### src/sv/multi_channel_edge_debouncer_macros.svh
// Assertion macros for the multi-channel edge debouncer.
// Included by the top level, lane and merge modules; no other dependencies.
`ifndef MULTI_CHANNEL_EDGE_DEBOUNCER_MACROS_SVH
`define MULTI_CHANNEL_EDGE_DEBOUNCER_MACROS_SVH

`ifndef SYNTHESIS
`define MCED_ASSERT(lbl, clk, rstn, prop, msg) \
	lbl: assert property (@(posedge clk) disable iff (!rstn) prop) else $error(msg);
`define MCED_ASSERT_COMB(lbl, clk, rstn, expr, msg) \
	lbl: assert property (@(posedge clk) disable iff (!rstn) (expr)) else $error(msg);
`else
`define MCED_ASSERT(lbl, clk, rstn, prop, msg)
`define MCED_ASSERT_COMB(lbl, clk, rstn, expr, msg)
`endif

`endif

### src/sv/mced_pkg.sv
// Shared types and constants for the multi-channel edge debouncer.
// No dependencies.
package mced_pkg;

	localparam int CHANNELS        = 17;
	localparam int FIELD_W         = 17;
	localparam int CNT_W           = 8;
	localparam int LANES           = (CHANNELS < FIELD_W) ? CHANNELS : FIELD_W;
	localparam int IN_DATA_W       = ((FIELD_W + 7) / 8) * 8;
	localparam int OUT_DATA_W      = ((3 * FIELD_W + 7) / 8) * 8;
	localparam int CFG_IDX_W       = 2;

	localparam logic [CNT_W-1:0] DEFAULT_LOCKOUT = CNT_W'(40);

	typedef enum logic [CFG_IDX_W-1:0] {
		REG_ENABLE      = 2'd0,
		REG_PUSHBUTTON  = 2'd1,
		REG_ACTIVE_HIGH = 2'd2,
		REG_LOCKOUT     = 2'd3
	} cfg_reg_t;

	typedef struct packed {
		logic enable;
		logic pushbutton;
		logic active_high;
	} lane_cfg_t;

	typedef struct packed {
		logic pressed;
		logic active;
		logic inactive;
	} lane_evt_t;

endpackage

### src/sv/multi_channel_edge_debouncer.sv
// Top level of the multi-channel edge debouncer: config registers, lanes, merge stage.
// Depends on mced_pkg, mced_lane, mced_merge and the assertion macro header.
//
//  port group   dir  fields (lsb first)
//  s_*          in   tdata: pin_levels[16:0]; tuser: tick
//  m_*          out  tdata: pressed_mask[16:0], active_mask[33:17], inactive_mask[50:34]
//  cfg_*        in   index 0 enable, 1 pushbutton, 2 active_high, 3 lockout_ticks
//
// One word per cycle while s_tready is high; each word's result is registered on
// acceptance. The two-word output skid lets input run on while a result waits;
// s_tready drops only when both output slots are full.
// Reset: all channels disabled, pin history all ones, lockout 40 ticks.
`include "multi_channel_edge_debouncer_macros.svh"

module multi_channel_edge_debouncer (
	input  logic                                  clk,
	input  logic                                  arst_n,
	input  logic                                  s_tvalid,
	output logic                                  s_tready,
	input  logic [mced_pkg::IN_DATA_W-1:0]        s_tdata,   // pin_levels
	input  logic                                  s_tuser,   // tick
	output logic                                  m_tvalid,
	input  logic                                  m_tready,
	output logic [mced_pkg::OUT_DATA_W-1:0]       m_tdata,   // pressed, active, inactive
	input  logic                                  cfg_we,
	input  logic [mced_pkg::CFG_IDX_W-1:0]        cfg_index,
	input  logic [mced_pkg::FIELD_W-1:0]          cfg_wdata
);
	import mced_pkg::*;

	logic [FIELD_W-1:0] enable_q, pushbutton_q, active_high_q;
	logic [CNT_W-1:0]   lockout_q;
	logic [CNT_W-1:0]   load;
	logic               fire;
	lane_evt_t [LANES-1:0] evt;

	always_ff @(posedge clk or negedge arst_n) begin
		if (!arst_n) begin
			enable_q      <= '0;
			pushbutton_q  <= '0;
			active_high_q <= '0;
			lockout_q     <= DEFAULT_LOCKOUT;
		end else if (cfg_we) begin
			unique case (cfg_reg_t'(cfg_index))
				REG_ENABLE:      enable_q      <= cfg_wdata;
				REG_PUSHBUTTON:  pushbutton_q  <= cfg_wdata;
				REG_ACTIVE_HIGH: active_high_q <= cfg_wdata;
				REG_LOCKOUT:     lockout_q     <= cfg_wdata[CNT_W-1:0];
				default: ;
			endcase
		end
	end

	// zero lockout behaves as one tick
	assign load = (lockout_q == '0) ? CNT_W'(1) : lockout_q;
	assign fire = s_tvalid & s_tready;

	for (genvar i = 0; i < LANES; i++) begin : g_lane
		lane_cfg_t lane_cfg;
		assign lane_cfg.enable      = enable_q[i];
		assign lane_cfg.pushbutton  = pushbutton_q[i];
		assign lane_cfg.active_high = active_high_q[i];

		mced_lane u_lane (
			.clk    (clk),
			.arst_n (arst_n),
			.fire   (fire),
			.level  (s_tdata[i]),
			.tick   (s_tuser),
			.cfg    (lane_cfg),
			.load   (load),
			.evt    (evt[i])
		);
	end

	mced_merge u_merge (
		.clk      (clk),
		.arst_n   (arst_n),
		.fire     (fire),
		.evt      (evt),
		.in_ready (s_tready),
		.m_tvalid (m_tvalid),
		.m_tready (m_tready),
		.m_tdata  (m_tdata)
	);

endmodule

### src/sv/mced_lane.sv
// One debounce lane: edge detect, lockout counter and expiry judgement for one channel.
// Depends on mced_pkg and the assertion macro header.
`include "multi_channel_edge_debouncer_macros.svh"

module mced_lane (
	input  logic                      clk,
	input  logic                      arst_n,
	input  logic                      fire,
	input  logic                      level,
	input  logic                      tick,
	input  mced_pkg::lane_cfg_t       cfg,
	input  logic [mced_pkg::CNT_W-1:0] load,
	output mced_pkg::lane_evt_t       evt
);
	import mced_pkg::*;

	logic             prev_q;
	logic             busy_q;
	logic [CNT_W-1:0] cnt_q;

	logic busy_eff, counting, expire, busy_after, at_active, edge_hit;

	always_comb begin
		busy_eff     = busy_q & cfg.enable;
		counting     = tick & busy_eff & (cnt_q > CNT_W'(1));
		expire       = tick & busy_eff & ~(cnt_q > CNT_W'(1));
		busy_after   = busy_eff & ~expire;
		at_active    = (level == cfg.active_high);
		evt.pressed  = expire & cfg.pushbutton & at_active;
		evt.active   = expire & ~cfg.pushbutton & at_active;
		evt.inactive = expire & ~cfg.pushbutton & ~at_active;
		edge_hit     = cfg.enable & ~busy_after &
			(cfg.pushbutton ? (prev_q & ~level) : (prev_q ^ level));
	end

	always_ff @(posedge clk or negedge arst_n) begin
		if (!arst_n) begin
			prev_q <= 1'b1;
			busy_q <= 1'b0;
			cnt_q  <= '0;
		end else if (fire) begin
			prev_q <= level;
			busy_q <= busy_after | edge_hit;
			if (edge_hit) begin
				cnt_q <= load;
			end else if (counting) begin
				cnt_q <= cnt_q - CNT_W'(1);
			end
		end
	end

	`MCED_ASSERT_COMB(a_evt_onehot, clk, arst_n, $onehot0({evt.pressed, evt.active, evt.inactive}), "lane reports more than one event")
	`MCED_ASSERT(a_evt_needs_busy, clk, arst_n, (evt.pressed | evt.active | evt.inactive) |-> (busy_q && tick && cfg.enable), "event without running lockout")
	`MCED_ASSERT(a_disable_drops, clk, arst_n, (fire && !cfg.enable) |=> !busy_q, "disabled lane still counting")

endmodule

### src/sv/mced_merge.sv
// Merge stage: gathers lane events into three masks and holds the word in a skid buffer.
// Depends on mced_pkg and the assertion macro header.
`include "multi_channel_edge_debouncer_macros.svh"

module mced_merge (
	input  logic                                     clk,
	input  logic                                     arst_n,
	input  logic                                     fire,
	input  mced_pkg::lane_evt_t [mced_pkg::LANES-1:0] evt,
	output logic                                     in_ready,
	output logic                                     m_tvalid,
	input  logic                                     m_tready,
	output logic [mced_pkg::OUT_DATA_W-1:0]          m_tdata
);
	import mced_pkg::*;

	logic [FIELD_W-1:0]    pressed, active, inactive;
	logic [OUT_DATA_W-1:0] word;
	logic [OUT_DATA_W-1:0] out_q, skid_q;
	logic                  out_valid_q, skid_valid_q;
	logic                  take;

	always_comb begin
		pressed  = '0;
		active   = '0;
		inactive = '0;
		for (int i = 0; i < LANES; i++) begin
			pressed[i]  = evt[i].pressed;
			active[i]   = evt[i].active;
			inactive[i] = evt[i].inactive;
		end
		word = OUT_DATA_W'({inactive, active, pressed});
	end

	assign take     = out_valid_q & m_tready;
	assign in_ready = ~skid_valid_q;
	assign m_tvalid = out_valid_q;
	assign m_tdata  = out_q;

	always_ff @(posedge clk or negedge arst_n) begin
		if (!arst_n) begin
			out_valid_q  <= 1'b0;
			skid_valid_q <= 1'b0;
		end else if (take) begin
			if (skid_valid_q) begin
				skid_valid_q <= 1'b0;
			end else begin
				out_valid_q <= fire;
			end
		end else if (fire) begin
			if (out_valid_q) begin
				skid_valid_q <= 1'b1;
			end else begin
				out_valid_q <= 1'b1;
			end
		end
	end

	always_ff @(posedge clk) begin
		if (take) begin
			out_q <= skid_valid_q ? skid_q : word;
		end else if (fire) begin
			if (out_valid_q) begin
				skid_q <= word;
			end else begin
				out_q <= word;
			end
		end
	end

	`MCED_ASSERT_COMB(a_skid_implies_out, clk, arst_n, !skid_valid_q || out_valid_q, "skid word without output word")
	`MCED_ASSERT(a_stall_to_skid, clk, arst_n, (fire && out_valid_q && !m_tready) |=> skid_valid_q, "stalled word not parked")
	`MCED_ASSERT(a_skid_drains, clk, arst_n, (skid_valid_q && m_tready) |=> (out_valid_q && !skid_valid_q), "skid word not moved forward")

endmodule
### config.mk
export PLATFORM = sky130hd
export DESIGN_NAME = multi_channel_edge_debouncer
export DESIGN_NICKNAME = d
export VERILOG_FILES = /design/src/sv/mced_pkg.sv /design/src/sv/multi_channel_edge_debouncer.sv /design/src/sv/mced_lane.sv /design/src/sv/mced_merge.sv
export VERILOG_INCLUDE_DIRS = /design/src /design/src/sv
export SDC_FILE = /design/constraint.sdc
export NUM_CORES = 1
export LEC_CHECK = 0
export ABC_AREA = 1
export BUFFER_PORTS_ARGS = -buffer_cell sky130_fd_sc_hd__buf_4
export CELL_PAD_IN_SITES_DETAIL_PLACEMENT = 0
export CELL_PAD_IN_SITES_GLOBAL_PLACEMENT = 1
export CORE_MARGIN = 2
export CORE_UTILIZATION = 30
export CTS_CLUSTER_DIAMETER = 60
export DETAILED_ROUTE_END_ITERATION = 7
export GPL_TIMING_DRIVEN = 0
export PLACE_DENSITY = 0.6
export SLEW_MARGIN = 10
export SYNTH_ARGS = -nofsm -noshare
export SYNTH_HDL_FRONTEND = slang
export SYNTH_SLANG_ARGS = --single-unit
### constraint.sdc
create_clock -name clk -period 5.21 [get_ports clk]
set_input_delay 0.2605 -clock clk [delete_from_list [all_inputs] [get_ports clk]]
set_output_delay 0.2605 -clock clk [all_outputs]
set_load 0.01 [all_outputs]
==> flow_summary.yaml <==
cts:
  ctsRootBufferMaster: "clkbuf_16"
  insertion_delay_ns: 0.59
  numCtsBuffers: 45
  cts_buffer_depth: 3
  htree_levels: 2
  cts.sinks: 333
  clkSlewWorstSetupHoldPaths_ns: 0.06
  post_cts_buffers: 0
  cts_tree: "yes"
route:
  viasPerCell: 4.613
  ant_nets: 0
  vias: 16780
  finalWirelength_um: 63660
  firstDrtPassIters: 5
  drt_iter0_markers: 1109
  wire_per_inst_um: 17.50
  drc: 0
global_route:
  grt_pass1_wl_um: 97350
  gr-usage-all-layers_pct: 18.81
  overflow: 0
  grt_antenna_before_repair: 2
  grt_pass1_vias: 16470
  grt_max_degree: 90
cells_and_area:
  n_fill_cell: 6829
  diodes: 0
  drive_gt1_share_pct: 14.24
  fin_util_pct: 35.86
  final_nets: 2837
  finalNonFillerCells: 3637
  postLayoutCellArea_um2: 23580
  multi_input_area_um2: 9656
  area_delta_synth_final_pct: 18.23
  layout.area.seq_um2: 8867
hold_path:
  hp-class: "input pin to register"
  holdPathStages: 3
floorplanning:
  die_h_um: 261.8
  die_w_um: 261.8
  coreArea_um2: 65750
  start_util_pct: 30.33
  ioPinCount: 107
  row_count: 94
  die_area_um2: 68550
pwr:
  power.leakage_nw: 11.95
  p_per_area_nw_per_um2: 564.5
  peakVddDrop_v: 0.0002219
  design_power_total_mw: 13.31
placement:
  dpl_cell_area_um2: 21910
  place.gp.congestion: 0.8204
  dp_hpwl_um: 43060
  dp.cells: 3528
  io_buffers: 94
flow_run:
  drv_cap: 0
synthesis:
  yosys_register_bits: 333
  yosys.cell_types.count: 31
  ys_seq_area_share_pct: 44.47
  netlist_area_um2: 19940
  yosysWarnings: 0
  syn_inst: 2556
  avgSynthCellArea_um2: 7.801
  synth.top_cell.area_share_pct: 26.60
  post-synth-top-area-cell: "dfrtp_1"
  synth.area.top_cells: "dfrtp_1 27%, nand2_1 21%, edfxtp_1 15%"
critical_path:
  worstSetupPathType: "register to register"
  critPathMaxFanout: 10
  arrival_ns: 3.34
  endpoint_kind: "register"
  start_kind: "register"
  required_ns: 5.49
  reg2reg_depth: 7
timing:
  fin_worst_skew_ns: 0.03058
  worst_pin_slew_ns: 1.246
  max_freq_ghz: 0.3269
  fin_crit_ns: 3.060
  rsz0062_at_grt: "no"
  slew_viol_final: 0
  finalCritPeriodShare_pct: 58.72
  finalSetupViolCount: 0
  holdWs_ns: 0.03396
  hold_viol: 0
  slew_headroom_pct: 16.91
outcome:
  outcome: "finished clean"
[power by group]
group	internal, mW	total, mW	switching (mW)
clock network	1.72	2.99	1.27
registers	3.68	4.32	0.637
logic	2.14	6.00	3.86
[cell usage in the layout, fill, tap and decap left out, types with 4 or more instances in the layout]
| cell type | count |
|---|---|
| nand2_1 | 1103 |
| inv_1 | 252 |
| dfrtp_1 | 212 |
| nand3_1 | 163 |
| o21ai_0 | 138 |
| buf_4 | 118 |
| nor2_1 | 114 |
| xor2_1 | 102 |
| edfxtp_1 | 102 |
| ha_1 | 51 |
| clkbuf_16 | 46 |
| clkbuf_1 | 36 |
| inv_2 | 33 |
| dlygate4sd3_1 | 26 |
| buf_2 | 23 |
| nor2_4 | 20 |
| nand2_2 | 20 |
| nand2_8 | 20 |
| dfstp_2 | 19 |
| nor3_1 | 18 |
| a21oi_1 | 18 |
| nand4_1 | 18 |
| o211a_1 | 17 |
| a21oi_4 | 17 |
| nor2_2 | 16 |
| nand2_4 | 12 |
| nand3_4 | 10 |
| clkinv_2 | 9 |
| nand3_2 | 7 |
| conb_1 | 5 |
| inv_6 | 4 |
| clkinv_4 | 4 |
[synthesized netlist by cell type]
| master | n |
|---|---|
| nand2_1 | 1103 |
| inv_1 | 252 |
| dfrtp_1 | 212 |
| nand3_1 | 163 |
| o21ai_0 | 139 |
| nor2_1 | 114 |
| edfxtp_1 | 102 |
| xor2_1 | 102 |
| ha_1 | 51 |
| inv_2 | 33 |
| buf_2 | 23 |
| clkbuf_1 | 23 |
| buf_4 | 21 |
| nand2_2 | 20 |
| nand2_8 | 20 |
| nor2_4 | 20 |
| dfstp_2 | 19 |
| nor3_1 | 19 |
| a21oi_1 | 18 |
| nand4_1 | 18 |
| a21oi_4 | 17 |
| o211a_1 | 17 |
| nor2_2 | 16 |
| nand2_4 | 12 |
| nand3_4 | 10 |
| nand3_2 | 7 |
| buf_12 | 1 |
| conb_1 | 1 |
| nor2_8 | 1 |
| o21ai_1 | 1 |
| xnor2_1 | 1 |
[worst max-delay path, cell delays in order (launching register included)]
cell	delay (ns)
dfrtp_1	0.46
nor2_8	0.37
inv_2	0.11
clkbuf_1	0.49
nor3_2	0.59
buf_4	0.31
buf_6	0.19
buf_4	0.22
[layout make-up]
cell class,count,share of cell area (%)
multi-input combinational,1874,40.95
sequential,333,37.61
clock buffer,61,5.206
timing repair buffer,130,4.755
tap,864,4.585
inverter,285,4.538
buffer,68,1.608
clock inverter,22,0.7430
[layer usage]
metal | GRT usage, % | part of all wire, %
met1 | 25.90 | 47
met2 | 30.23 | 45
met3 | 2.807 | 4.4
met4 | 6.218 | 3.1
met5 | 0 | 0.025
[repair_timing]
item | 4_1_cts | 5_1_grt
gates resized for setup | 0 | 0
hold buffers | 26 | 0
endpoints found under the hold margin | 113 | 0
[registers in the layout, summed over array words and instances, names as in the netlist]
name and flops:
u_merge.m_tvalid 1, u_merge.skid_q 51, g_lane.u_lane.cnt_q 136, lockout_q 8, u_merge.skid_valid_q 1, enable_q 17
u_merge.m_tdata 51, g_lane.u_lane.busy_q 17, active_high_q 17, g_lane.u_lane.prev_q 17, pushbutton_q 17
[path summary, 6_finish.rpt]
| kind | start | end | slack, ns |
|---|---|---|---|
| min reg2reg | g_lane[9].u_lane.cnt_q[5]$_DFFE_PN0P_ | g_lane[9].u_lane.cnt_q[5]$_DFFE_PN0P_ | 0.48 |
| max in group asynchronous | arst_n | g_lane[1].u_lane.prev_q$_DFFE_PN1P_ | 3.65 |
| max | u_merge.skid_valid_q$_DFFE_PN0P_ | u_merge.skid_q[41]$_DFFE_PP_ | 2.15 |
| max reg2reg | u_merge.skid_valid_q$_DFFE_PN0P_ | u_merge.skid_q[41]$_DFFE_PP_ | 2.15 |
| min | cfg_wdata[8] | active_high_q[8]$_DFFE_PN0P_ | 0.03 |
| min in group asynchronous | arst_n | g_lane[12].u_lane.cnt_q[2]$_DFFE_PN0P_ | 0.29 |
[cell families after synthesis]
logic type | synth area share, %
fa+ha+maj | 3.200
other cells | 0.01881
xor+xnor | 4.524
flops | 44.47
simple gates | 34.32
compound gates | 6.206
buf+inv | 7.266
[per-stage QoR]
step                      setup TNS, ns  setup slack [ns]
after floorplan                       0            0.1510
after global placement          -322.62            -3.285
after detailed placement              0             2.113
after CTS                             0             2.098
after global routing                  0             2.000
final                                 0             2.150
Power figures use the tool's default switching activity.
